### config.mk
export PLATFORM = sky130hd
export DESIGN_NAME = pcc_fifo
export DESIGN_NICKNAME = d
export VERILOG_FILES = /design/src/hdl/pcc_pkg.sv /design/src/hdl/pcc_fifo.sv
export SDC_FILE = /design/constraint.sdc
export NUM_CORES = 1
export LEC_CHECK = 0
export ABC_AREA = 0
export CORE_ASPECT_RATIO = 1.1
export CORE_UTILIZATION = 45
export DETAILED_ROUTE_END_ITERATION = 10
export DONT_BUFFER_PORTS = 1
export HOLD_SLACK_MARGIN = 0.1
export PLACE_DENSITY = 0.72
export SETUP_SLACK_MARGIN = 0.4
export SKIP_CTS_REPAIR_TIMING = 1
export SLEW_MARGIN = 20
export SYNTH_ARGS = -nofsm -noshare
export SYNTH_HDL_FRONTEND = slang
export SYNTH_SLANG_ARGS = --single-unit
### constraint.sdc
create_clock -name clock -period 1.3 [get_ports clock]
set_input_delay 0.39 -clock clock [delete_from_list [all_inputs] [get_ports clock]]
set_output_delay 0.39 -clock clock [all_outputs]
set_load 0.02 [all_outputs]
### src/hdl/pcc_pkg.sv
// ----------------------------------------------------------------------------
// Pearson correlation package
// Types and constants shared by the correlation core and its submodules.
// ----------------------------------------------------------------------------
package pcc_pkg;

   localparam int SAMPLE_WIDTH = 16;
   localparam int CORR_WIDTH   = 16;
   localparam int USED_WIDTH   = 8;
   // The root search runs over 17 bits so that the value 1.0 can be found.
   localparam int ROOT_WIDTH   = 17;
   localparam int RHS_SHIFT    = 30;

   typedef enum logic [2:0] {
      BK_IDLE,
      BK_LOAD,
      BK_MUL,
      BK_DONE
   } back_state_type;

   typedef enum logic [3:0] {
      ST_N_SXX,
      ST_SX_SX,
      ST_N_SYY,
      ST_SY_SY,
      ST_N_SXY,
      ST_SX_SY,
      ST_VX_VY,
      ST_MAG_SQ,
      ST_TRIAL
   } step_type;

endpackage

### src/hdl/pcc_fifo.sv
// ----------------------------------------------------------------------------
// Set queue
// Two-entry queue of finished sample sets between front and back end.
// ----------------------------------------------------------------------------
module pcc_fifo #(
   parameter int EW = 8
) (
   input  logic          clock,
   input  logic          reset,
   input  logic          push,
   input  logic [EW-1:0] push_data,
   input  logic          pop,
   output logic [EW-1:0] head,
   output logic          full,
   output logic          empty
);
   import pcc_pkg::*;

   logic [EW-1:0] mem_ff [2];
   logic          wr_ff, wr_in, rd_ff, rd_in;
   logic [1:0]    count_ff, count_in;

   assign full  = count_ff == 2'd2;
   assign empty = count_ff == 2'd0;
   assign head  = mem_ff[rd_ff];

   always_comb begin
      wr_in    = push ? ~wr_ff : wr_ff;
      rd_in    = pop ? ~rd_ff : rd_ff;
      count_in = count_ff + 2'(push) - 2'(pop);
   end

   always_ff @(posedge clock) begin
      if (reset) begin
         wr_ff    <= 1'b0;
         rd_ff    <= 1'b0;
         count_ff <= 2'd0;
      end else begin
         wr_ff    <= wr_in;
         rd_ff    <= rd_in;
         count_ff <= count_in;
      end
   end

   always_ff @(posedge clock) begin
      if (push) begin
         mem_ff[wr_ff] <= push_data;
      end
   end

   a_no_overflow: assert property (@(posedge clock) disable iff (reset)
      full |-> !push || pop)
      else $error("set queue overflow");

endmodule

# Yosys cells after proc, flatten, opt, wreduce, memory -nomap -nowiden
# Memory sizes are Yosys's and may differ from the RTL's. A register that Yosys moved wholly into a read port is not among the register bits.
# Index checks and enable logic that the tools add are counted.
totals:
  latchBits: 0
  memories: 1
  ff_bits: 4
  rom_bits: 0
  mem_bits_rw: 16
classes:
  addsub: 2
  n_eq_ne: 1
  n_mul: 0
  shifts: 0
  div: 0
  n_bitwise: 2
  n_mux: 4
  reduce_logical: 1
  magnitude_cmp: 0
mem_list:
  columns: ["name", "words", "word_bits", "rd", "rd_clocked_by_memory_dff", "write_ports", "line_no", "rtl"]
  rows:
  - ["mem_ff", 2, 8, 1, 1, 1, "pcc_fifo.sv:19", "logic [EW-1:0] mem_ff [2];"]
ops:
  columns: ["operator", "count"]
  rows:
  - ["$mux 1", 4]
  - ["$add 2x1->2", 1]
  - ["$eq 2x2->1 const B", 1]
  - ["$logic_not 2->1", 1]
  - ["$not 1->1", 2]
  - ["$sub 2x1->2", 1]

# Logic depth before layout (Yosys ltp)
logic_depth:
  word_depth: 3
  mapped_depth: 6

# Least setup slack after synthesis
# OpenSTA, ideal clock, no wires.
synth_timing:
  kind: "register to output"
  from: "register with a tool-made name"
  to: "output head[0]"
  arrival_time_ns: 0.853
  path_stages_with_launch: 3
  t_required_ns: 0.910
  setup_slack_ns: 0.057
  path_cell_list: "dfxtp_1 buf_2 mux2_2"
synth_rtl:
  columns: ["element", "line_no", "rtl"]
  rows:
  - ["to (decl)", "pcc_fifo.sv:13", "output logic [EW-1:0] head,"]

==> metrics.txt <==
CP required=0.91 ns; starting DRC count in detailed routing=11; critical-path cell list=mux2_4; Final min period=1.485 ns; leak pwr=0.3480 nW; crit share post-route=1.143; Die Y=46 um; final setup fails=8; pwr dens=1481 nW/um2; row cnt=15; Max Cap Viol=0; failing checks=setup timing; Worst Skew=0.001901 ns; CTS tree=done; count of state elements after synthesis=21; remaining global-route overflow=0; antenna cells=0; Critical Path End Type=output port; share of post-route cells with drive strength above 1=0.5200; Startpoint Class=register; 1st-pass router iterations=2; critical path's slowest cell=dfxtp_4; slowest stage delay, CP=0.45 ns; critical path fanouts, max=8; via density per instance=5.269; Max Transition Viols Final=0; crit path DAT=1.10 ns; final hold vios=0; via count=353; unrepaired setup endpoints after global routing=yes; Initial Utilization=0.4907; core area=1614 um2; Post-Syn Nets=60; Gate Count Post-Synth=46; Final ANT Viol Nets=0; Horiz. Die Dim=42 um; Clock Latency Late Sink=0.29 ns; worst hold path class=input port to register; first-pass GRT wire length=1.731 mm; Routability Congestion=0.6657; htree depth=1; DRT Wirelength=1.103 mm; DR DRC count=0; Final #Nets=65; post-synthesis sequential area ratio=0.7330; Slew @ Worst Pin=0.2511 ns; clk root buf=clkbuf_4; Wirelength per Cell=16.46 um; all-layer global routing usage=0.1286; total die area=1932 um2; CP delay by family, top=flip-flops; post-synthesis cell area=792.0 um2; Syn Area/Cell=17.22 um2; Setup WS post-layout=-0.1853 ns; Port Buffers=0; peak supply drop=0.0008743 V; Rel. slew slack=0.8322; CTS Buf Count=3; status=finished, violations left; Worst-path clk slew=0.11 ns; yosys warns=0; TNS Setup=-1.474 ns; dominant cell type by area after synthesis=edfxtp_1; post-DP HPWL=873.3 um; number of global-route vias before repair=364; share of the synthesized area in the top cell type=0.6066; synth unique cells=11; initial antenna violation count=0; top cells by area, synth=edfxtp_1 (61%), dfxtp_1 (13%), mux2_2 (11%), ha_1 (3.2%), xnor3_1 (2.8%); CTS Sinks=21; critical path class=register to output port; pin count of the biggest net entering global routing=14; worst hold margin=0.1346 ns; Max clock buf depth=2; io pins=22; area growth from synthesis to layout=20.06%; CP Buf/Inv Count=0; fmax=0.6733 GHz
## report_power, final
part	switching, mW	internal (mW)
clock network	0.183	0.117
logic	0.126	0.149
registers	0.0474	0.787
## cell families (layout without fill, tap and decap cells)
kind of cell,after synthesis,after routing,share of synthesized area
xor+xnor,3,3,0.05055
fa+ha+maj,2,2,0.03159
buf+inv,3,7,0.01580
flops,21,21,0.7330
mux,8,8,0.1137
simple gates,9,9,0.05530
## worst paths after layout
path | from | end | slack [ns] | cells past startpoint
hold reg to reg | rd_ff | rd_ff | 0.54 | 2
setup / recovery | register | head[5] | -0.19 | 1
hold / removal | reset | count_ff[0] | 0.13 | 1
setup reg to reg | count_ff[0] | count_ff[1] | 0.08 | 6
## per-stage QoR
| step | utilization | area, um2 | worst slack, ns | std cells | total power [mW] |
|---|---|---|---|---|---|
| CTS | 0.5682 | 917.1 | -0.2643 | 66 | 1.389 |
| global route | 0.5891 | 950.9 | -0.2275 | 67 | 1.484 |
| detailed placement | 0.5496 | 887.1 | 0.07246 | 62 | 1.092 |
| global placement | 0.5496 | 887.1 | 0.08733 | 62 | 1.073 |
| floorplan | - | 877.1 | 0.1360 | 46 | 1.063 |
| finish | 0.5891 | 950.9 | -0.1853 | 67 | 1.409 |
## registers in the layout (all words and copies together) (netlist names), named ones only
register  flops
mem_ff       16
wr_ff         1
count_ff      2
rd_ff         1
## layout by cell type, fill, tap and decap left out, types with 2 or more instances in the layout
master     n
clkbuf_4   3
nor2b_4    3
dfxtp_4    4
xnor2_1    2
ha_4       2
edfxtp_1  16
mux2_4     8
nor2_1     4
## synth_stat cells
library cell  instances
buf_2                 1
nor2b_1               3
nor2_1                5
edfxtp_1             16
xnor3_1               1
inv_1                 2
dfxtp_1               5
ha_1                  2
and2_1                1
xnor2_1               2
mux2_2                8
## layer usage
metal	up-vias	global-route usage	part of all wire
met4	0	0.05806	0
li1	172	-	-
met3	0	0.02778	0.043
met5	-	0	0
met1	171	0.1312	0.39
met2	10	0.2531	0.57
## final cells by class
| cell class | count | area (um2) |
|---|---|---|
| fill | 125 | 663.1 |
| sequential | 21 | 595.6 |
| multi-input combinational | 22 | 286.5 |
| clock buffer | 3 | 22.52 |
| clock inverter | 1 | 7.507 |
| tap | 17 | 21.27 |
| timing repair buffer | 1 | 7.507 |
| inverter | 2 | 10.01 |
(Power assumes the default switching activity.)
