==> src/hdl/pcc_pkg.sv <==
// ----------------------------------------------------------------------------
// Pearson correlation package
// Types and constants shared by the correlation core and its submodules.
// ----------------------------------------------------------------------------
package pcc_pkg;

   localparam int SAMPLE_WIDTH = 16;
   localparam int CORR_WIDTH   = 16;
   localparam int USED_WIDTH   = 8;
   // The root search runs over 17 bits so that the value 1.0 can be found.
   localparam int ROOT_WIDTH   = 17;
   localparam int RHS_SHIFT    = 30;

   typedef enum logic [2:0] {
      BK_IDLE,
      BK_LOAD,
      BK_MUL,
      BK_DONE
   } back_state_type;

   typedef enum logic [3:0] {
      ST_N_SXX,
      ST_SX_SX,
      ST_N_SYY,
      ST_SY_SY,
      ST_N_SXY,
      ST_SX_SY,
      ST_VX_VY,
      ST_MAG_SQ,
      ST_TRIAL
   } step_type;

endpackage

==> src/hdl/pcc_back.sv <==
// ----------------------------------------------------------------------------
// Correlation back end
// Forms the variances and covariance with one shift-add multiplier, then
// finds the Q1.15 coefficient by a bit-by-bit root search unless a variance is zero.
// ----------------------------------------------------------------------------
module pcc_back #(
   parameter int CW = 8,
   parameter int EW = 8
) (
   input  logic          clock,
   input  logic          reset,
   input  logic          empty,
   input  logic [EW-1:0] head,
   output logic          pop,
   output logic          rsp_valid,
   output logic [15:0]   rsp_corr_value,
   output logic          rsp_degenerate,
   output logic [7:0]    rsp_samples_used
);
   import pcc_pkg::*;

   localparam int SW = SAMPLE_WIDTH + CW;
   localparam int QW = 2 * SAMPLE_WIDTH + CW;
   localparam int VW = 2 * SAMPLE_WIDTH + 2 * CW;
   localparam int PW = 2 * VW + 2 * ROOT_WIDTH;

   back_state_type          state_ff, state_in;
   step_type                step_ff, step_in;
   logic [CW-1:0]           n_ff, n_in;
   logic [SW-1:0]           sx_ff, sx_in, sy_ff, sy_in;
   logic [QW-1:0]           sxx_ff, sxx_in, syy_ff, syy_in, sxy_ff, sxy_in;
   logic [VW-1:0]           tmp_ff, tmp_in, vx_ff, vx_in, vy_ff, vy_in;
   logic [VW-1:0]           mag_ff, mag_in;
   logic                    neg_ff, neg_in, degen_ff, degen_in;
   logic [PW-1:0]           pv_ff, pv_in, rr_ff, rr_in;
   logic [PW-1:0]           a_ff, a_in, acc_ff, acc_in;
   logic [VW-1:0]           b_ff, b_in;
   logic [ROOT_WIDTH-1:0]   q_ff, q_in, trial, neg_q;
   logic [4:0]              bit_ff, bit_in;
   logic [2*ROOT_WIDTH-1:0] tsq;
   logic [VW-1:0]           prod_lo;

   assign trial   = q_ff | (ROOT_WIDTH'(1) << bit_ff);
   assign tsq     = {{ROOT_WIDTH{1'b0}}, trial} * {{ROOT_WIDTH{1'b0}}, trial};
   assign prod_lo = acc_ff[VW-1:0];
   assign neg_q   = ~q_ff + ROOT_WIDTH'(1);

   always_comb begin
      state_in = state_ff;
      step_in  = step_ff;
      n_in     = n_ff;
      sx_in    = sx_ff;
      sy_in    = sy_ff;
      sxx_in   = sxx_ff;
      syy_in   = syy_ff;
      sxy_in   = sxy_ff;
      tmp_in   = tmp_ff;
      vx_in    = vx_ff;
      vy_in    = vy_ff;
      mag_in   = mag_ff;
      neg_in   = neg_ff;
      degen_in = degen_ff;
      pv_in    = pv_ff;
      rr_in    = rr_ff;
      a_in     = a_ff;
      b_in     = b_ff;
      acc_in   = acc_ff;
      q_in     = q_ff;
      bit_in   = bit_ff;
      pop      = 1'b0;
      unique case (state_ff)
         BK_IDLE: begin
            if (!empty) begin
               pop = 1'b1;
               {n_in, sx_in, sy_in, sxx_in, syy_in, sxy_in} = head;
               step_in  = ST_N_SXX;
               state_in = BK_LOAD;
            end
         end
         BK_LOAD: begin
            acc_in   = '0;
            state_in = BK_MUL;
            unique case (step_ff)
               ST_N_SXX: begin a_in = PW'(sxx_ff); b_in = VW'(n_ff);  end
               ST_SX_SX: begin a_in = PW'(sx_ff);  b_in = VW'(sx_ff); end
               ST_N_SYY: begin a_in = PW'(syy_ff); b_in = VW'(n_ff);  end
               ST_SY_SY: begin a_in = PW'(sy_ff);  b_in = VW'(sy_ff); end
               ST_N_SXY: begin a_in = PW'(sxy_ff); b_in = VW'(n_ff);  end
               ST_SX_SY: begin a_in = PW'(sx_ff);  b_in = VW'(sy_ff); end
               ST_VX_VY: begin a_in = PW'(vx_ff);  b_in = vy_ff;      end
               ST_MAG_SQ: begin a_in = PW'(mag_ff); b_in = mag_ff;    end
               ST_TRIAL: begin a_in = pv_ff;       b_in = VW'(tsq);   end
               default:  begin a_in = '0;          b_in = '0;         end
            endcase
         end
         BK_MUL: begin
            if (b_ff != '0) begin
               if (b_ff[0]) begin
                  acc_in = acc_ff + a_ff;
               end
               a_in = a_ff << 1;
               b_in = b_ff >> 1;
            end else begin
               state_in = BK_LOAD;
               unique case (step_ff)
                  ST_N_SXX: begin tmp_in = prod_lo; step_in = ST_SX_SX; end
                  ST_SX_SX: begin vx_in = tmp_ff - prod_lo; step_in = ST_N_SYY; end
                  ST_N_SYY: begin tmp_in = prod_lo; step_in = ST_SY_SY; end
                  ST_SY_SY: begin vy_in = tmp_ff - prod_lo; step_in = ST_N_SXY; end
                  ST_N_SXY: begin tmp_in = prod_lo; step_in = ST_SX_SY; end
                  ST_SX_SY: begin
                     neg_in   = tmp_ff < prod_lo;
                     mag_in   = (tmp_ff < prod_lo) ? prod_lo - tmp_ff : tmp_ff - prod_lo;
                     degen_in = (vx_ff == '0) || (vy_ff == '0);
                     q_in     = '0;
                     step_in  = ST_VX_VY;
                     if ((vx_ff == '0) || (vy_ff == '0)) begin
                        state_in = BK_DONE;
                     end
                  end
                  ST_VX_VY: begin pv_in = acc_ff; step_in = ST_MAG_SQ; end
                  ST_MAG_SQ: begin
                     rr_in   = acc_ff << RHS_SHIFT;
                     bit_in  = 5'(ROOT_WIDTH - 1);
                     step_in = ST_TRIAL;
                  end
                  ST_TRIAL: begin
                     // Keep the trial bit when the squared root still fits.
                     if (acc_ff <= rr_ff) begin
                        q_in = trial;
                     end
                     if (bit_ff == 5'd0) begin
                        state_in = BK_DONE;
                     end else begin
                        bit_in = bit_ff - 5'd1;
                     end
                  end
                  default: state_in = BK_IDLE;
               endcase
            end
         end
         BK_DONE: begin
            state_in = BK_IDLE;
         end
         default: state_in = BK_IDLE;
      endcase
   end

   assign rsp_valid        = state_ff == BK_DONE;
   assign rsp_degenerate   = degen_ff;
   assign rsp_samples_used = USED_WIDTH'(n_ff);

   always_comb begin
      if (degen_ff) begin
         rsp_corr_value = '0;
      end else if (neg_ff) begin
         rsp_corr_value = neg_q[CORR_WIDTH-1:0];
      end else if (q_ff > ROOT_WIDTH'(32767)) begin
         rsp_corr_value = 16'h7FFF;
      end else begin
         rsp_corr_value = q_ff[CORR_WIDTH-1:0];
      end
   end

   always_ff @(posedge clock) begin
      if (reset) begin
         state_ff <= BK_IDLE;
         step_ff  <= ST_N_SXX;
      end else begin
         state_ff <= state_in;
         step_ff  <= step_in;
      end
   end

   always_ff @(posedge clock) begin
      n_ff     <= n_in;
      sx_ff    <= sx_in;
      sy_ff    <= sy_in;
      sxx_ff   <= sxx_in;
      syy_ff   <= syy_in;
      sxy_ff   <= sxy_in;
      tmp_ff   <= tmp_in;
      vx_ff    <= vx_in;
      vy_ff    <= vy_in;
      mag_ff   <= mag_in;
      neg_ff   <= neg_in;
      degen_ff <= degen_in;
      pv_ff    <= pv_in;
      rr_ff    <= rr_in;
      a_ff     <= a_in;
      b_ff     <= b_in;
      acc_ff   <= acc_in;
      q_ff     <= q_in;
      bit_ff   <= bit_in;
   end

   a_single_strobe: assert property (@(posedge clock) disable iff (reset)
      rsp_valid |=> !rsp_valid)
      else $error("result strobe longer than one cycle");

   a_degen_zero: assert property (@(posedge clock) disable iff (reset)
      rsp_valid && rsp_degenerate |-> rsp_corr_value == '0)
      else $error("degenerate result with nonzero value");

endmodule

==> config.mk <==
export PLATFORM = sky130hd
export DESIGN_NAME = pcc_back
export DESIGN_NICKNAME = d
export VERILOG_FILES = /design/src/hdl/pcc_pkg.sv /design/src/hdl/pcc_back.sv
export SDC_FILE = /design/constraint.sdc
export NUM_CORES = 2
export LEC_CHECK = 0
export ABC_CLOCK_PERIOD_IN_PS = 12300
export BUFFER_PORTS_ARGS = -buffer_cell sky130_fd_sc_hd__buf_2
export CAP_MARGIN = 10
export CELL_PAD_IN_SITES_DETAIL_PLACEMENT = 0
export CELL_PAD_IN_SITES_GLOBAL_PLACEMENT = 1
export CORE_MARGIN = 10
export CORE_UTILIZATION = 53
export CTS_BUF_LIST = sky130_fd_sc_hd__clkbuf_8
export CTS_CLUSTER_SIZE = 8
export DETAILED_ROUTE_END_ITERATION = 10
export GPL_TIMING_DRIVEN = 0
export HOLD_SLACK_MARGIN = 0.03
export PLACE_DENSITY_LB_ADDON = 0.1
export REMOVE_ABC_BUFFERS = 1
export SLEW_MARGIN = 0
export SYNTH_ARGS = -nofsm -noshare
export SYNTH_HDL_FRONTEND = slang
export SYNTH_SLANG_ARGS = --single-unit
==> constraint.sdc <==
create_clock -name clock -period 12.3 [get_ports clock]
set_clock_uncertainty 0.1 [all_clocks]
set_input_delay 0.615 -clock clock [delete_from_list [all_inputs] [get_ports clock]]
set_output_delay 0.615 -clock clock [all_outputs]
set_load 0.02 [all_outputs]
# Word level (Yosys, flattened, before mapping)
# Index checks and enable logic that the tools add are counted.
# word_totals
word_cells	103
out_inout_bits	27
regBits	769
in_bits	11
# classes
shifts	1
n_mux	29
mul	1
n_reduce_logical	26
n_addsub	5
n_eq_ne	18
n_lt_le_gt_ge	3
n_bitwise	4
# ops
cell	n
$pmux W130 S2	2
$pmux W130 S4	1
$mux W130	3
$pmux W48 S3	1
$add A130 B130 Y130	1
$le A130 B130 Y1	1
$logic_not A48 Y1	2
$mux W48	2
$pmux W48 S2	1
$sub A48 B48 Y48	2
$lt A48 B48 Y1	1
$mux W16	3
$reduce_bool A48 Y1	1
$mul A17 B17 Y34	1
$pmux W17 S2	1
$pmux W4 S8	1
$reduce_and A3 Y1	7
$gt A17 B15 Y1 const B	1
$mux W17	1
$or A17 B17 Y17	1
$shl A1 B5 Y17 const A	1
$add A16 B1 Y16 const B	1
$eq A4 B3 Y1 const B	4
$not A16 Y16	1
27 further kinds	46

# Logic depth before layout (Yosys ltp)
# logic_depth
depth_word	6
ltp_mapped	31

# Least setup slack after synthesis
# Ideal clock, no wire load.
# synth_timing
path_kind	reg-to-reg
from	register b_ff[23]
to	register pv_ff[0] (enable)
setup_time_ns	0.778
synth_period_minus_slack_ns	11.032
slack_ns	1.268
arrival_ns	10.153
t_required_ns	11.422
path_stages_with_launch	6
path_cell_list	edfxtp_1 > nor4_1 > nand4_1 > nor3_1 > nand2_1 > nor3_1
# synth_via
elab_chain_cells	3
# synth_lines
item	line_no	rtl
start: declaration	pcc_back.sv:37	logic [VW-1:0] b_ff, b_in;
start signal: assignment	pcc_back.sv:191	b_ff <= b_in;
$reduce_bool A48 Y1	pcc_back.sv:97	if (b_ff != '0) begin
$not A1 Y1 (no source line)	--	
$reduce_and A3 Y1 (no source line)	--	
end signal: assignment	pcc_back.sv:188	pv_ff <= pv_in;
end: declaration	pcc_back.sv:35	logic [PW-1:0] pv_ff, pv_in, rr_ff, rr_in;
# Every way passes these cells.
# A chain may end at the register's enable or synchronous reset.

# Worst setup path in the final report
# layout_timing
from	register bit_ff[0]
to	register b_ff[27] (data pin)
# layout_via
elab_chain_cells	5
# layout_lines
item	line_no	rtl
start: declaration	pcc_back.sv:39	logic [4:0] bit_ff, bit_in;
start signal: assignment	pcc_back.sv:194	bit_ff <= bit_in;
$shl A1 B5 Y17	pcc_back.sv:43	assign trial = q_ff | (ROOT_WIDTH'(1) << bit_ff);
$or A17 B17 Y17	pcc_back.sv:43	
$mul A17 B17 Y34	pcc_back.sv:44	assign tsq = {{ROOT_WIDTH{1'b0}}, trial} * {{ROOT_WIDTH{1'b0}}, trial};
$pmux W48 S3	pcc_back.sv:83	unique case (step_ff)
$pmux W48 S2	pcc_back.sv:71	unique case (state_ff)
via b_in[27]	pcc_back.sv:37	
# The timed path passes the listed nets, and every way through them passes these cells.

==> out/results.ini <==
[clocking]
cts_max_level = 4
clkLatencyLatePin_ps = 850
clk_pin_slew_worst_paths_ps = 60
cts_tree = yes
numCtsBuffers = 141
clockBufferDepth = 3
cts_resized = 0
cts.sinks = 768
cts-root-buf = clkbuf_8

[cells_and_area]
multi_input_area_sq_um = 27900
syn2layout_area_growth_pct = 9.31
fillers = 8794
final-seq-area_sq_um = 23000
layout-drive-gt1-share_pct = 7.27
finalCoreUtilization_pct = 58.5
fin_nets = 6014

[timing]
finalSetupViolCount = 0
period_minus_slack_ps = 9180
min_period_over_period_pct = 74.6
slew_headroom_pct = 5.90
hold_slack_ps = 390
fmax_mhz = 109
hold_viol_final = 0
rsz0062_at_grt = no
tightest_slew_ps = 1410
slew_violations = 0
final.setup.worst_slack_ps = 3120

[min_path]
hp-class = flip-flop to flip-flop

[detailed_routing]
wl_per_cell_um = 24.8
first_pass_iters = 9
dr.first_iter.drc_count = 4828
via_per_inst = 6.12
drc = 0
antenna_left = 0
vias = 41787
wl_um = 169000

[floorplan]
core_sq_um = 100000
die_w_um = 338
initial_core_util_pct = 53.6
fp-row-count = 116
die_y_um = 338
ios = 38
die_area_sq_um = 114000

[yosys]
ys_warn_count = 0
postSynth.asyncResetShare_pct = 0
ys.flop_type = edfxtp_1
syn-cell-area_sq_um = 53700
synth_edf_count = 762
synth_top_area_share_pct = 42.6
ys_types = 106
synth-seq-cells = 768
synth.avg_cell_area_sq_um = 10.1
postSynthCellCount = 5320
synth-seq-area-share_pct = 42.8
yosys.area.top_type = edfxtp_1
synth_area_leaders = edfxtp_1 43%, ha_1 10%, fa_1 7.3%
synthTopCellsByCount = 762 x edfxtp_1, 553 x nand2_1, 535 x inv_1
yosysMostFrequentCell = edfxtp_1

[critical_path]
cp_max_fo = 11
start_kind = flip-flop
arrival_ps = 9640
max_stage_delay_ps = 880
cp_slowest_cell = a21oi_1
timing_worst_setup_path_type = flip-flop to flip-flop
required_ps = 12760
cp-end-kind = flip-flop

[placed_design]
dp_slack_ps = 2870
hpwlAfterDp_um = 132000
io_buffer_count = 29
gp_congestion = 0.942

[grt]
overflow = 0
grt_use_total_pct = 28.9
grt_pass1_wl_um = 256000
antenna_found_initial = 8
grt_max_degree = 73
grt_pass1_vias = 40783

[power_and_ir_drop]
power_density_nw_per_um2 = 113
irDropWorstVdd_v = 0.0000926
p_leak_nw = 24.1

[outcome]
run_status = complete, no violations

[run]
maxCapViolCount = 0

[final timing paths]
kind	depth (start not counted)	from	slack (ps)	endpoint
hold reg to reg	0	acc_ff[101]	390	pv_ff[101]
setup reg to reg	27	bit_ff[0]	3120	b_ff[27]
setup / recovery	27	bit_ff[0]	3120	b_ff[27]
hold / removal	0	acc_ff[101]	390	pv_ff[101]
[per-stage QoR]
stage	cell area, sq um	TNS (ps)	instances	power, mW
2_1_floorplan	52800	-2410930	5090	3.94
3_3_place_gp	54600	-	6476	4.34
3_5_place_dp	56000	0	6574	4.31
4_1_cts	58700	0	6830	6.66
5_1_grt	58700	0	6833	6.90
6_report	58700	0	6833	6.66
[state kept, by name (all words and copies together) (netlist names), 2 cells and up]
signal    flops
pv_ff       130
mag_ff       48
bit_ff        5
acc_ff      130
step_ff       4
b_ff         48
a_ff        130
vy_ff        48
sxy_ff        8
rr_ff       100
q_ff         17
vx_ff        48
state_ff      2
tmp_ff       48
[worst max-delay path, delay by kind of cell, from the launching register on]
family          cells  cell delay (ps)
fa+ha+maj           8             3690
compound gates      8             2700
buf+inv             6              910
simple gates        4              890
flops               1              460
xor+xnor            1              160
[where the power goes]
group / total [mW] / switching (mW) / internal (mW)
sequential: 3.12 / 0.111 / 3.01
combinational: 1.17 / 0.766 / 0.408
clock: 2.36 / 1.17 / 1.19
total: 6.66 / 2.05 / 4.61
[placed cells by master (no fill, tap or decap), drive strengths merged, types with 13 or more instances in the layout]
master and instances:
o21bai 68, or2 13, xnor2 154, inv 575, nor3 68, xor2 105
o211ai 19, clkbuf 142, a211oi 18, nor2 454, and2 13, a21o 189
fa 195, ha 435, and4 16, a21oi 401, a31oi 33, mux2i 32
nand3 120, a21boi 28, o21ai 278, nor4 64, edfxtp 762, nor2b 33
nand4 126, o21a 38, a222oi 72, clkinv 56, nand2b 35, a221oi 38
buf 129, nand2 555, o31ai 23
[timing repair]
action,in CTS,in global routing
setup buffers,0,0
hold endpoints to repair,15,0
hold buffers,11,0
[kinds of logic (layout without fill, tap and decap cells)]
kind of cell | Yosys count | count (layout) | synth area share (%)
simple gates | 1540 | 1540 | 13.1
compound gates | 1307 | 1307 | 16.1
buf+inv | 776 | 924 | 5.60
flops | 768 | 768 | 42.8
fa+ha+maj | 630 | 630 | 17.4
xor+xnor | 259 | 259 | 4.22
mux | 39 | 39 | 0.743
other cells | 1 | 9 | 0.00698
[layout make-up]
type,instances,area share (%)
multi-input combinational,3783,47.4
sequential,768,39.2
inverter,539,3.45
clock buffer,142,3.33
tap,1357,2.89
timing repair buffer,140,2.61
clock inverter,103,1.09
antenna,1,0.00426
[per-layer routing]
metal	vias up	GRT usage, %	routed length, um
met5	-	0	13
met4	2	8.29	4300
li1	19265	-	-
met3	257	6.11	15500
met1	20554	42.5	76500
met2	1709	42.7	73000
Note: power is estimated with default switching activity, not from simulation.
