==> config.mk <==
export PLATFORM = sky130hd
export DESIGN_NAME = pcc_front
export DESIGN_NICKNAME = d
export VERILOG_FILES = /design/src/hdl/pcc_pkg.sv /design/src/hdl/pcc_front.sv
export SDC_FILE = /design/constraint.sdc
export NUM_CORES = 1
export LEC_CHECK = 0
export ABC_AREA = 1
export BUFFER_PORTS_ARGS = -buffer_cell sky130_fd_sc_hd__buf_2
export CORE_MARGIN = 1.5
export CORE_UTILIZATION = 40
export DETAILED_ROUTE_END_ITERATION = 6
export GPL_ROUTABILITY_DRIVEN = 0
export PLACE_DENSITY = 0.64
export SETUP_SLACK_MARGIN = 0.3
export SLEW_MARGIN = 0
export SYNTH_ARGS = -nofsm -noshare
export SYNTH_HDL_FRONTEND = slang
export SYNTH_SLANG_ARGS = --single-unit
==> constraint.sdc <==
create_clock -name clock -period 9.5 [get_ports clock]
set_input_delay 0 -clock clock [delete_from_list [all_inputs] [get_ports clock]]
set_output_delay 0 -clock clock [all_outputs]
set_load 0.01 [all_outputs]
==> src/hdl/pcc_pkg.sv <==
// ----------------------------------------------------------------------------
// Pearson correlation package
// Types and constants shared by the correlation core and its submodules.
// ----------------------------------------------------------------------------
package pcc_pkg;

   localparam int SAMPLE_WIDTH = 16;
   localparam int CORR_WIDTH   = 16;
   localparam int USED_WIDTH   = 8;
   // The root search runs over 17 bits so that the value 1.0 can be found.
   localparam int ROOT_WIDTH   = 17;
   localparam int RHS_SHIFT    = 30;

   typedef enum logic [2:0] {
      BK_IDLE,
      BK_LOAD,
      BK_MUL,
      BK_DONE
   } back_state_type;

   typedef enum logic [3:0] {
      ST_N_SXX,
      ST_SX_SX,
      ST_N_SYY,
      ST_SY_SY,
      ST_N_SXY,
      ST_SX_SY,
      ST_VX_VY,
      ST_MAG_SQ,
      ST_TRIAL
   } step_type;

endpackage

==> src/hdl/pcc_front.sv <==
// ----------------------------------------------------------------------------
// Correlation front end
// Takes sample pairs, accumulates count, sums, squares and cross products,
// and hands the finished set to the queue on the last pair.
// ----------------------------------------------------------------------------
module pcc_front #(
   parameter int MAX_SAMPLES = 128,
   parameter int CW = 8,
   parameter int EW = 8
) (
   input  logic                  clock,
   input  logic                  reset,
   input  logic                  accept,
   input  logic [15:0]           conf_sample,
   input  logic [15:0]           dist_sample,
   input  logic                  last_sample,
   output logic                  working,
   output logic                  push,
   output logic [EW-1:0]         push_data
);
   import pcc_pkg::*;

   localparam int SW = SAMPLE_WIDTH + CW;
   localparam int QW = 2 * SAMPLE_WIDTH + CW;

   logic                    stage_ff, stage_in;
   logic [SAMPLE_WIDTH-1:0] x_ff, y_ff;
   logic                    last_ff;
   logic [CW-1:0]           n_ff, n_in;
   logic [SW-1:0]           sx_ff, sx_in, sy_ff, sy_in;
   logic [QW-1:0]           sxx_ff, sxx_in, syy_ff, syy_in, sxy_ff, sxy_in;
   logic [31:0]             xx, yy, xy;
   logic [CW-1:0]           n_upd;
   logic [SW-1:0]           sx_upd, sy_upd;
   logic [QW-1:0]           sxx_upd, syy_upd, sxy_upd;
   logic                    room;

   assign xx   = {16'b0, x_ff} * {16'b0, x_ff};
   assign yy   = {16'b0, y_ff} * {16'b0, y_ff};
   assign xy   = {16'b0, x_ff} * {16'b0, y_ff};
   assign room = n_ff < CW'(MAX_SAMPLES);

   always_comb begin
      if (room) begin
         n_upd   = n_ff + CW'(1);
         sx_upd  = sx_ff + SW'(x_ff);
         sy_upd  = sy_ff + SW'(y_ff);
         sxx_upd = sxx_ff + QW'(xx);
         syy_upd = syy_ff + QW'(yy);
         sxy_upd = sxy_ff + QW'(xy);
      end else begin
         n_upd   = n_ff;
         sx_upd  = sx_ff;
         sy_upd  = sy_ff;
         sxx_upd = sxx_ff;
         syy_upd = syy_ff;
         sxy_upd = sxy_ff;
      end
   end

   always_comb begin
      stage_in = accept;
      n_in     = n_ff;
      sx_in    = sx_ff;
      sy_in    = sy_ff;
      sxx_in   = sxx_ff;
      syy_in   = syy_ff;
      sxy_in   = sxy_ff;
      if (stage_ff) begin
         if (last_ff) begin
            n_in   = '0;
            sx_in  = '0;
            sy_in  = '0;
            sxx_in = '0;
            syy_in = '0;
            sxy_in = '0;
         end else begin
            n_in   = n_upd;
            sx_in  = sx_upd;
            sy_in  = sy_upd;
            sxx_in = sxx_upd;
            syy_in = syy_upd;
            sxy_in = sxy_upd;
         end
      end
   end

   assign working   = stage_ff;
   assign push      = stage_ff && last_ff;
   assign push_data = {n_upd, sx_upd, sy_upd, sxx_upd, syy_upd, sxy_upd};

   always_ff @(posedge clock) begin
      if (reset) begin
         stage_ff <= 1'b0;
         n_ff     <= '0;
         sx_ff    <= '0;
         sy_ff    <= '0;
         sxx_ff   <= '0;
         syy_ff   <= '0;
         sxy_ff   <= '0;
      end else begin
         stage_ff <= stage_in;
         n_ff     <= n_in;
         sx_ff    <= sx_in;
         sy_ff    <= sy_in;
         sxx_ff   <= sxx_in;
         syy_ff   <= syy_in;
         sxy_ff   <= sxy_in;
      end
   end

   always_ff @(posedge clock) begin
      if (accept) begin
         x_ff    <= conf_sample;
         y_ff    <= dist_sample;
         last_ff <= last_sample;
      end
   end

   a_count_bound: assert property (@(posedge clock) disable iff (reset)
      n_ff <= CW'(MAX_SAMPLES))
      else $error("pair count beyond its limit");

endmodule

# Word level (Yosys, flattened, before mapping)
# Index checks and enable logic that the tools add are counted.
[word_totals]
wordCells = 18
register_bits = 82
out_inout_bits = 10
[classes]
n_mul = 1
addsub = 2
magnitude_cmp = 1
n_mux = 4
n_reduce_logical = 3
[op_table]
columns = ["cell", "n"]
rows = [
  ["$mux W40", 2],
  ["$add A40 B32 Y40", 1],
  ["$mul A16 B16 Y32", 1],
  ["$mux W8", 2],
  ["$add A8 B1 Y8 const B", 1],
  ["$lt A8 B8 Y1 const B", 1],
  ["$reduce_and A2 Y1", 1],
  ["$reduce_bool A2 Y1", 1],
  ["$logic_and A1 B1 Y1", 1],
]

# Depth between registers and ports, before layout
# Gate-level depths: netlist of the first run.
[depth]
word_depth = 4
ltp_mapped = 28

# Worst setup path before layout of the first run
# Ideal clock, no wire load.
[synth_path]
path_type = "register to register"
from = "register x_ff[2]"
to = "register sxy_ff[7]"
path_buffers = 0
stages_incl_launch_ff = 27
synth_period_minus_slack_ps = 4172
slack_ps = 5328
arrival_ps = 4105
path_cell_list = "edfxtp_1 > nand2_1 > fa_1 > inv_1 > ha_1 > ha_1 > inv_1 > fa_1 > inv_1 > ha_1 > inv_1 > fa_1 > inv_1 > ha_1 > a21oi_1 > nand2_1 > nand2_1 > nand2_1 > inv_1 > nand3_1 > nand2_1 > inv_1 > nand2_1 > nand3_2 > nand2_2 > nand2_2 > a21oi_2"
[synth_between]
elab_chain_len = 4
[synth_lines]
columns = ["element", "line", "rtl"]
rows = [
  ["from (decl)", "pcc_front.sv:27", "logic [SAMPLE_WIDTH-1:0] x_ff, y_ff;"],
  ["from (signal assigned)", "pcc_front.sv:114", "x_ff <= conf_sample;"],
  ["$mul A16 B16 Y32", "pcc_front.sv:40", "assign xy = {16'b0, x_ff} * {16'b0, y_ff};"],
  ["$add A40 B32 Y40", "pcc_front.sv:50", "sxy_upd = sxy_ff + QW'(xy);"],
  ["$mux W40", "pcc_front.sv:44", "if (room) begin"],
  ["named net push_data[7]", "pcc_front.sv:19", "output logic [EW-1:0] push_data"],
  ["$mux W40", "pcc_front.sv:70", "if (last_ff) begin"],
  ["to (signal assigned)", "pcc_front.sv:108", "sxy_ff <= sxy_in;"],
  ["to (decl)", "pcc_front.sv:31", "logic [QW-1:0] sxx_ff, sxx_in, syy_ff, syy_in, sxy_ff, sxy_in;"],
]
# The timed path passes the listed nets, and every way through them passes these cells. The select of a mux whose other input is x is not followed.
# A chain may end at the register's enable or synchronous reset.

# Final worst setup path of the first run
[layout_path]
from = "register y_ff[3]"
to = "output push_data[7]"
[layout_between]
elab_chain_len = 3
[layout_lines]
columns = ["element", "line", "rtl"]
rows = [
  ["from (decl)", "pcc_front.sv:27", ""],
  ["from (signal assigned)", "pcc_front.sv:115", "y_ff <= dist_sample;"],
  ["$mul A16 B16 Y32", "pcc_front.sv:40", ""],
  ["$add A40 B32 Y40", "pcc_front.sv:50", ""],
  ["$mux W40", "pcc_front.sv:44", ""],
  ["to (decl)", "pcc_front.sv:19", ""],
]
# No other way between the ends. The select of a mux whose other input is x is not followed.

==> results of run 1 <==
==> state kept, by name, indices dropped and copies added, names as in the netlist <==
register / flops
working: 1
n_ff: 8
x_ff: 8
sxy_ff: 8
y_ff: 8
last_ff: 1
==> synth_stat cells, drive strengths merged (2+ instances only) <==
| library cell | number |
|---|---|
| clkbuf | 2 |
| fa | 17 |
| xor2 | 3 |
| dfxtp | 17 |
| inv | 76 |
| nor3 | 4 |
| buf | 2 |
| ha | 25 |
| o21ai | 5 |
| a211oi | 2 |
| nor2 | 8 |
| edfxtp | 17 |
| nand3 | 11 |
| nand3b | 4 |
| a21oi | 17 |
| nand2 | 103 |
==> where the power goes <==
part	switching (mW)	internal, mW	leakage [nW]
clock	0.0529	0.0508	0.0450
combinational	0.172	0.120	1.23
sequential	0.0117	0.165	0.304
==> critical path: stages, from the launching register on <==
cell      delay, ps
edfxtp_1        480
nand2_1         120
fa_1            550
inv_1            40
ha_1            270
ha_1            130
inv_1            50
fa_1            530
inv_1            40
ha_1            270
inv_1            50
fa_1            530
inv_1            40
ha_1            330
a21oi_1         190
nand2_1          70
nand2_1          50
nand2_1          80
inv_1            70
nand3_1          60
nand2_1          80
inv_1            40
nand2_1          60
nand3_2          60
nand2_2          90
buf_2           130
==> repair_timing <==
| action | 4_1_cts | 5_1_grt |
|---|---|---|
| endpoints found under the hold margin | 17 | 0 |
| hold buffers | 17 | 0 |
| endpoints found under the setup margin | 0 | 0 |
| resized for setup | 0 | 0 |
==> how the worst min path moves through the flow <==
stage                     slack (ps)  depth (start not counted)                      to            from
after floorplan                  100                          0       last_ff$_DFFE_PP_     last_sample
final                             20                          2  sxy_ff[7]$_SDFFE_PP0P_           reset
after global routing              20                          2  sxy_ff[7]$_SDFFE_PP0P_           reset
after detailed placement         180                          1       x_ff[3]$_DFFE_PP_  conf_sample[3]
after global placement           180                          1       y_ff[5]$_DFFE_PP_  dist_sample[5]
after CTS                         20                          2  sxy_ff[7]$_SDFFE_PP0P_           reset
==> kinds of logic after synthesis <==
logic type / after synthesis
xor+xnor: 3
buf+inv: 81
compound gates: 27
simple gates: 133
flops: 34
fa+ha+maj: 42
==> layout make-up <==
type	count	area, um^2
Multi-Input combinational cell	205	1418
Fill cell	621	3226
Sequential cell	34	850.8
Inverter	77	289.0
Tap cell	77	96.34
Timing Repair Buffer	46	315.3
Clock buffer	6	72.57
Clock inverter	2	10.01
==> metal layers <==
layer	vias up	GRT usage [%]	routed length, um
li1	1086	-	-
met4	0	4.545	65
met5	-	0	0
met3	6	2.485	123
met2	31	26.90	2377
met1	947	19.04	2429
==> results.toml, run 1 <==
[setup_path]
r2r_start = "y_ff[3]$_DFFE_PP_"
worstPathRequired_ps = 9500
end_kind = "output port"
crit_fanout = 6
cp-endpoint = "push_data[7]"
crit_type = "flop to output port"
crit_arrival_ps = 4710
crit-reg2reg-capture = "sxy_ff[7]$_SDFFE_PP0P_"
r2r_cells = 26
crit_start = "y_ff[3]$_DFFE_PP_"
cp-start-kind = "flop"
ff2ff_setup_slack_ps = 4990

[detailed_routing]
firstDrtPassIters = 4
ant_nets = 0
routed_wl_mm = 4.994
via_count = 2070
wl_per_cell_um = 11.17
remaining_drc_errors = 0
drtIter0Drc = 48
via_per_inst = 4.631

[clocking]
numCtsBuffers = 5
cts_tree = "built"
htree_levels = 2
clock-root-buffer = "clkbuf_8"
clk_latency_ps = 290
cts_sinks = 34
post_cts_buffers = 0
cts.clk_slew.worst_paths_ps = 70
clk_path_buf_depth = 2

[floorplanning]
dieArea_um2 = 6934
fp.dieH_um = 83.27
initial_utilization_pct = 41.06
io_pins = 46
coreArea_um2 = 6277
die_x_um = 83.27
num_rows = 29

[sta]
tightest_slew_ps = 420.3
fin_crit_ps = 4708
maxSlewHeadroom_pct = 71.94
fmax_mhz = 212.4
fin_ws_ps = 4792
tns_ps = 0
rsz0062_at_grt = "false"
setup_viol = 0
slew_viol_final = 0
final_hold_viol_count = 0
skew_ps = 7.132
fin_crit_sh_pct = 49.56
whs_ps = 17.09

[power]
leakage_nw = 1.577
vdd_drop_max_v = 0.0001673
p_total_uw = 573.2
powerDensity_nw_per_um2 = 187.8

[synth]
synthAdderAreaFrac_pct = 25.34
synth.distinct_cells = 32
synth_top_family_by_area = "adder cells"
synthSimpleGateAreaFrac_pct = 22.67
synth_area_um2 = 2577
synthXorXnorAreaFrac_pct = 1.019
async_flop_share_pct = 0
ys.flop_type = "edfxtp_1"
synth_area_per_cell_um2 = 8.055
synth_top_area_share_pct = 19.81
yosysWarnings = 0
synth-seq-area-share_pct = 33.01
yosys-top-cells-area = "edfxtp_1, nand2_1, dfxtp_1"
syn_nets = 398
synth_edf_count = 17
synth-compound-area-share_pct = 5.971
ys_ff_latch = 34
yosys.area.top_type = "edfxtp_1"
postSynthCellCount = 320
synth_mux_area_share_pct = 0

[layout]
area_delta_synth_final_pct = 18.40
insertedDiodeCount = 0
layout.nets = 447
drive_gt1_share_pct = 14.59
layout_common_cells = "nand2_1, inv_1, buf_2"
post-route-util_pct = 48.61
final_common_cell = "nand2_1"
layout.cells.non_filler = 447
postLayoutCellArea_um2 = 3052

[global_route]
grt.total_usage_pct = 15.21
grt_pass1_wl_mm = 8.528
antenna_found_initial = 0
grt_max_degree = 19
grt_pass1_vias = 1999
grt-ovfl-total = 0

[placed_design]
port_buffers = 29
post-place-ws_ps = 5008
dp_hpwl_mm = 3.828
post-place-cells = 422
place_area_um2 = 2799

[job]
maxCapViolations = 0

[status]
status = "finished clean"

[hold_path]
hold_path_class = "input pin to flop"
No activity file was read; power rests on OpenSTA's default activity.
==> run 2, diff against run 1 <==
Clock period 9.5 ns to 4.7 ns, I/O delays scaled along.
==> run 2 against run 1 <==
Die area did not move; setup slack got worse by 4500 ps; sequential power rose by 99%; routed wire length rose by 7.3%; total power rose by 140%; hold slack improved by 4.6 ps; combinational power rose to 2.6 times the previous value; core utilization rose by 3.5 points; critical path depth fell by 4; sequential cell count did not move; critical path type unchanged; critical endpoint unchanged; highest routed layer unchanged.
==> results.toml, run 2 (synthesis gave the netlist of run 1 again) <==
[clocking]
clk_latency_ps = 290
cts_tree = "built"
htree_levels = 2
numCtsBuffers = 5
clk_path_buf_depth = 2
cts.clk_slew.worst_paths_ps = 70
clock-root-buffer = "clkbuf_8"
cts_sinks = 34

[setup_path]
crit-reg2reg-capture = "sxy_ff[7]$_SDFFE_PP0P_"
crit_fanout = 5
crit_type = "flop to output port"
ff2ff_setup_slack_ps = 400
r2r_cells = 23
worstPathRequired_ps = 4700
cp-start-kind = "flop"
crit_chain = "nand2_1 -> fa_1 -> fa_1 -> inv_1 -> ha_1 -> ha_1 -> inv_1 -> fa_1 -> fa_1 -> inv_1 -> nand3_1 -> nand3b_1 -> nand2_2 -> inv_2 -> nand3_2 -> nand2_2 -> inv_2 -> nand2_2 -> nand3_2 -> nand2_2 -> buf_6"
crit_arrival_ps = 4360
cpPeakStageDelay_ps = 510
r2r_start = "x_ff[0]$_DFFE_PP_"
cp_slowest_cell = "fa_1"
end_kind = "output port"

[floorplanning]
die_x_um = 83.27
io_pins = 46
dieArea_um2 = 6934
fp.dieH_um = 83.27
initial_utilization_pct = 41.06
num_rows = 29
coreArea_um2 = 6277

[sta]
fin_ws_ps = 341.0
tightest_slew_ps = 411.6
setup_viol = 0
slew_viol_final = 0
tns_ps = 0
skew_ps = 6.842
final_hold_viol_count = 0
fin_crit_ps = 4359
maxSlewHeadroom_pct = 72.52
rsz0062_at_grt = "true"
fin_crit_sh_pct = 92.74
fmax_mhz = 229.4

[hold_path]
hold_path_class = "input pin to flop"
hp-start = "reset"
whs_path_depth = 2
holdPathEnd = "sxy_ff[7]$_SDFFE_PP0P_"

[power]
p_int_uw = 805.6
combPwrFrac_pct = 57.4
p_sw_uw = 545.6
vdd_drop_max_v = 0.0003375
sw_frac_of_total_pct = 40.38
powerDensity_nw_per_um2 = 413.0
pwr-share-clk_pct = 16.5
p_total_mw = 1.351
p_seq_share_pct = 26.1
leakage_nw = 1.652

[placed_design]
port_buffers = 29
post-place-ws_ps = 315.7
dp_hpwl_mm = 3.895

[global_route]
grt.total_usage_pct = 16.75
grt_pass1_vias = 2146
grt_max_degree = 19
antenna_found_initial = 0
grt-ovfl-total = 0
grt_pass1_wl_mm = 9.342

[layout]
drive_gt1_share_pct = 23.18
layout.nets = 461
layout_common_cells = "nand2_1, inv_1, buf_2"
area_delta_synth_final_pct = 26.94
insertedDiodeCount = 0
final_common_cell = "nand2_1"

[detailed_routing]
wl_per_cell_um = 11.63
drtIter0Drc = 49
via_count = 2151
remaining_drc_errors = 0
firstDrtPassIters = 4
ant_nets = 0
via_per_inst = 4.666
routed_wl_mm = 5.361

[job]
maxCapViolations = 0

[status]
status = "finished clean"
==> run 2: changes by cell type in the layout (fill, tap and decap cells not counted), sizes merged <==
cell	before	now
clkbuf	6	8
clkinv	3	1
buf	29	43
==> run 2: final cells by class <==
type / count / area (um^2)
Clock buffer: 8 / 90.09
Fill cell: 594 / 3005
Inverter: 77 / 289.0
Multi-Input combinational cell: 205 / 1504
Sequential cell: 34 / 850.8
Tap cell: 77 / 96.34
Timing Repair Buffer: 60 / 441.7
==> run 2: critical path, delay by kind of cell (launching register included) <==
kind,cells,cell delay [ps]
fa+ha+maj,6,2500
flops,1,470
simple gates,9,720
buf+inv,6,380
==> run 2: power groups by stage <==
stage	Sequential (mW)	Clock [mW]	Combinational, mW
3_5_place_dp	0.359	0	0.609
2_1_floorplan	0.354	0	0.439
6_report	0.352	0.223	0.776
4_1_cts	0.350	0.228	0.700
3_3_place_gp	0.358	0	0.592
5_1_grt	0.355	0.242	0.885
==> run 2: how the worst max path moves through the flow <==
stage / startpoint / to / depth (start not counted)
floorplan: x_ff[2]$_DFFE_PP_ / sxy_ff[7]$_SDFFE_PP0P_ / 26
global placement: y_ff[1]$_DFFE_PP_ / sxy_ff[7]$_SDFFE_PP0P_ / 26
detailed placement: y_ff[1]$_DFFE_PP_ / sxy_ff[7]$_SDFFE_PP0P_ / 26
CTS: y_ff[3]$_DFFE_PP_ / push_data[7] / 22
global route: y_ff[1]$_DFFE_PP_ / push_data[7] / 25
finish: x_ff[0]$_DFFE_PP_ / push_data[7] / 21
==> run 2: what timing repair did <==
item / 4_1_cts / 5_1_grt
endpoints found under the hold margin: 17 / 0
endpoints found under the setup margin: 3 / 3
hold buffers: 17 / 0
pin swaps: 6 / 19
buffers inserted: 7 / 2
resized for setup: 7 / 21
==> run 2: stage by stage <==
stage / cells / util (%) / instance area, um^2 / hold slack, ps
floorplan: 320 / - / 2577 / 98.87
global placement: 427 / 45.19 / 2836 / 175.8
detailed placement: 427 / 45.19 / 2836 / 178.1
CTS: 459 / 50.69 / 3182 / 22.32
global route: 461 / 52.12 / 3272 / 29.12
finish: 461 / 52.12 / 3272 / 21.64
==> run 2: layer usage <==
| layer | vias to the layer above | track usage (%) | wire length (um) |
|---|---|---|---|
| li1 | 1113 | - | - |
| met1 | 989 | 20.42 | 2318 |
| met2 | 43 | 30.38 | 2750 |
| met3 | 6 | 2.584 | 211 |
| met4 | 0 | 5.000 | 80 |
| met5 | - | 0 | 0 |
==> run 3, diff against run 2 <==
Settings changed: CORE_UTILIZATION 40 to 56, PLACE_DENSITY 0.64 to 0.84.
==> run 3 against run 2 <==
Final cell count fell by 4.6%; critical path depth rose by 4; routed wire length rose by 39%; largest power group unchanged.
==> results.toml, run 3 (synthesis gave the netlist of run 1 again) <==
[placed_design]
post-place-ws_ps = 212.5
post-place-cells = 398
dp_hpwl_mm = 4.153
port_buffers = 29
place_area_um2 = 2775

[global_route]
grt_pass1_wl_mm = 11.43
grt-ovfl-total = 0
grt_pass1_vias = 2580
antenna_found_initial = 0
grt.total_usage_pct = 29.86
grt_max_degree = 19

[detailed_routing]
wl_per_cell_um = 16.98
firstDrtPassIters = 7
ant_nets = 0
route.met2.wl_mm = 3.855
drtIter0Drc = 189
wl_met3_um = 491
routed_wl_mm = 7.470
via_count = 2425
met1_length_mm = 2.740
top_layer_used = "met4"
via_per_inst = 5.511
remaining_drc_errors = 0

[power]
leakage_nw = 1.667
p_int_uw = 813.6
powerDensity_nw_per_um2 = 423.6
pwr-share-clk_pct = 16.5
p_seq_share_pct = 25.2
vdd_drop_max_v = 0.0002592
p_sw_uw = 592.9
p_total_mw = 1.406
combPwrFrac_pct = 58.4
sw_frac_of_total_pct = 42.15

[floorplanning]
num_rows = 24
io_pins = 46
coreArea_um2 = 4384
dieArea_um2 = 5018
fp.dieH_um = 70.84
initial_utilization_pct = 58.79
die_x_um = 70.84

[setup_path]
cpPeakStageDelay_ps = 510
cp_num_buf_inv = 8
cp_slowest_cell = "fa_1"
cp-start-kind = "flop"
crit_type = "flop to output port"
end_kind = "output port"
path_delay_family = "adder cells"
path_common_cell = "inv_2"
crit_arrival_ps = 4470
worstPathRequired_ps = 4700
crit_fanout = 4

[sta]
whs_ps = 13.27
fin_crit_sh_pct = 95.07
tns_ps = 0
fmax_mhz = 223.8
tightest_slew_ps = 519.0
rsz0062_at_grt = "true"
skew_ps = 9.724
maxSlewHeadroom_pct = 65.35
fin_crit_ps = 4468
slew_viol_final = 0
fin_ws_ps = 231.6
setup_viol = 0
final_hold_viol_count = 0

[clocking]
clk_path_buf_depth = 2
cts.clk_slew.worst_paths_ps = 80
cts_tree = "built"
clk_latency_ps = 290
htree_levels = 2
numCtsBuffers = 5
clock-root-buffer = "clkbuf_8"
cts_sinks = 34

[layout]
layout_common_cells = "nand2_1, inv_1, buf_2"
post-route-util_pct = 75.74
layout.cells.non_filler = 440
postLayoutCellArea_um2 = 3321
area_delta_synth_final_pct = 28.83
layout.nets = 465
final_common_cell = "nand2_1"
drive_gt1_share_pct = 27.32
insertedDiodeCount = 0

[status]
status = "finished clean"

[job]
maxCapViolations = 0

[hold_path]
hold_path_class = "input pin to flop"
## run 3: cell count changes in the layout (fill, tap and decap cells not counted), moves of 3 or more
| cell | previous run | this run |
|---|---|---|
| buf_4 | 10 | 14 |
| ha_1 | 21 | 17 |
| fa_1 | 16 | 13 |
| inv_1 | 66 | 63 |
| inv_2 | 10 | 13 |
| fa_2 | 1 | 4 |
## run 3: area by class of cell
type / instances / area, um^2
fillers: 247 / 1064
clock buffers: 7 / 86.33
inverters: 77 / 289.0
clock inverters: 1 / 5.005
flip-flops and latches: 34 / 850.8
well taps: 52 / 65.06
multi-input cells: 205 / 1553
repair buffers: 64 / 471.7
## run 3: metal layers
metal	global-route usage, %	vias up
met5	0	-
met4	18.24	0
li1	-	1117
met1	32.31	1124
met2	54.10	144
met3	4.986	40
## run 3: path summary, 6_finish.rpt
path | startpoint | end | slack, ps | cells after the start
min reg2reg | sxy_ff[5]$_SDFFE_PP0P_ | sxy_ff[5]$_SDFFE_PP0P_ | 470 | 2
max | x_ff[3]$_DFFE_PP_ | push_data[7] | 230 | 25
max reg2reg | x_ff[3]$_DFFE_PP_ | sxy_ff[7]$_SDFFE_PP0P_ | 310 | 27
min | reset | sxy_ff[7]$_SDFFE_PP0P_ | 10 | 2
## run 3: timing repair
item | CTS | global route
endpoints found under the setup margin | 2 | 4
buffers inserted | 14 | 3
pin swaps | 10 | 24
hold endpoints to repair | 17 | 0
gates resized for setup | 8 | 33
hold buffers | 17 | 0
## run 3: power by group through the flow
stage,clock (mW),sequential [mW],combinational [mW]
final,0.232,0.354,0.821
after CTS,0.226,0.351,0.681
after detailed placement,0,0.362,0.600
after floorplan,0,0.354,0.439
after global routing,0.240,0.356,0.904
after global placement,0,0.360,0.571
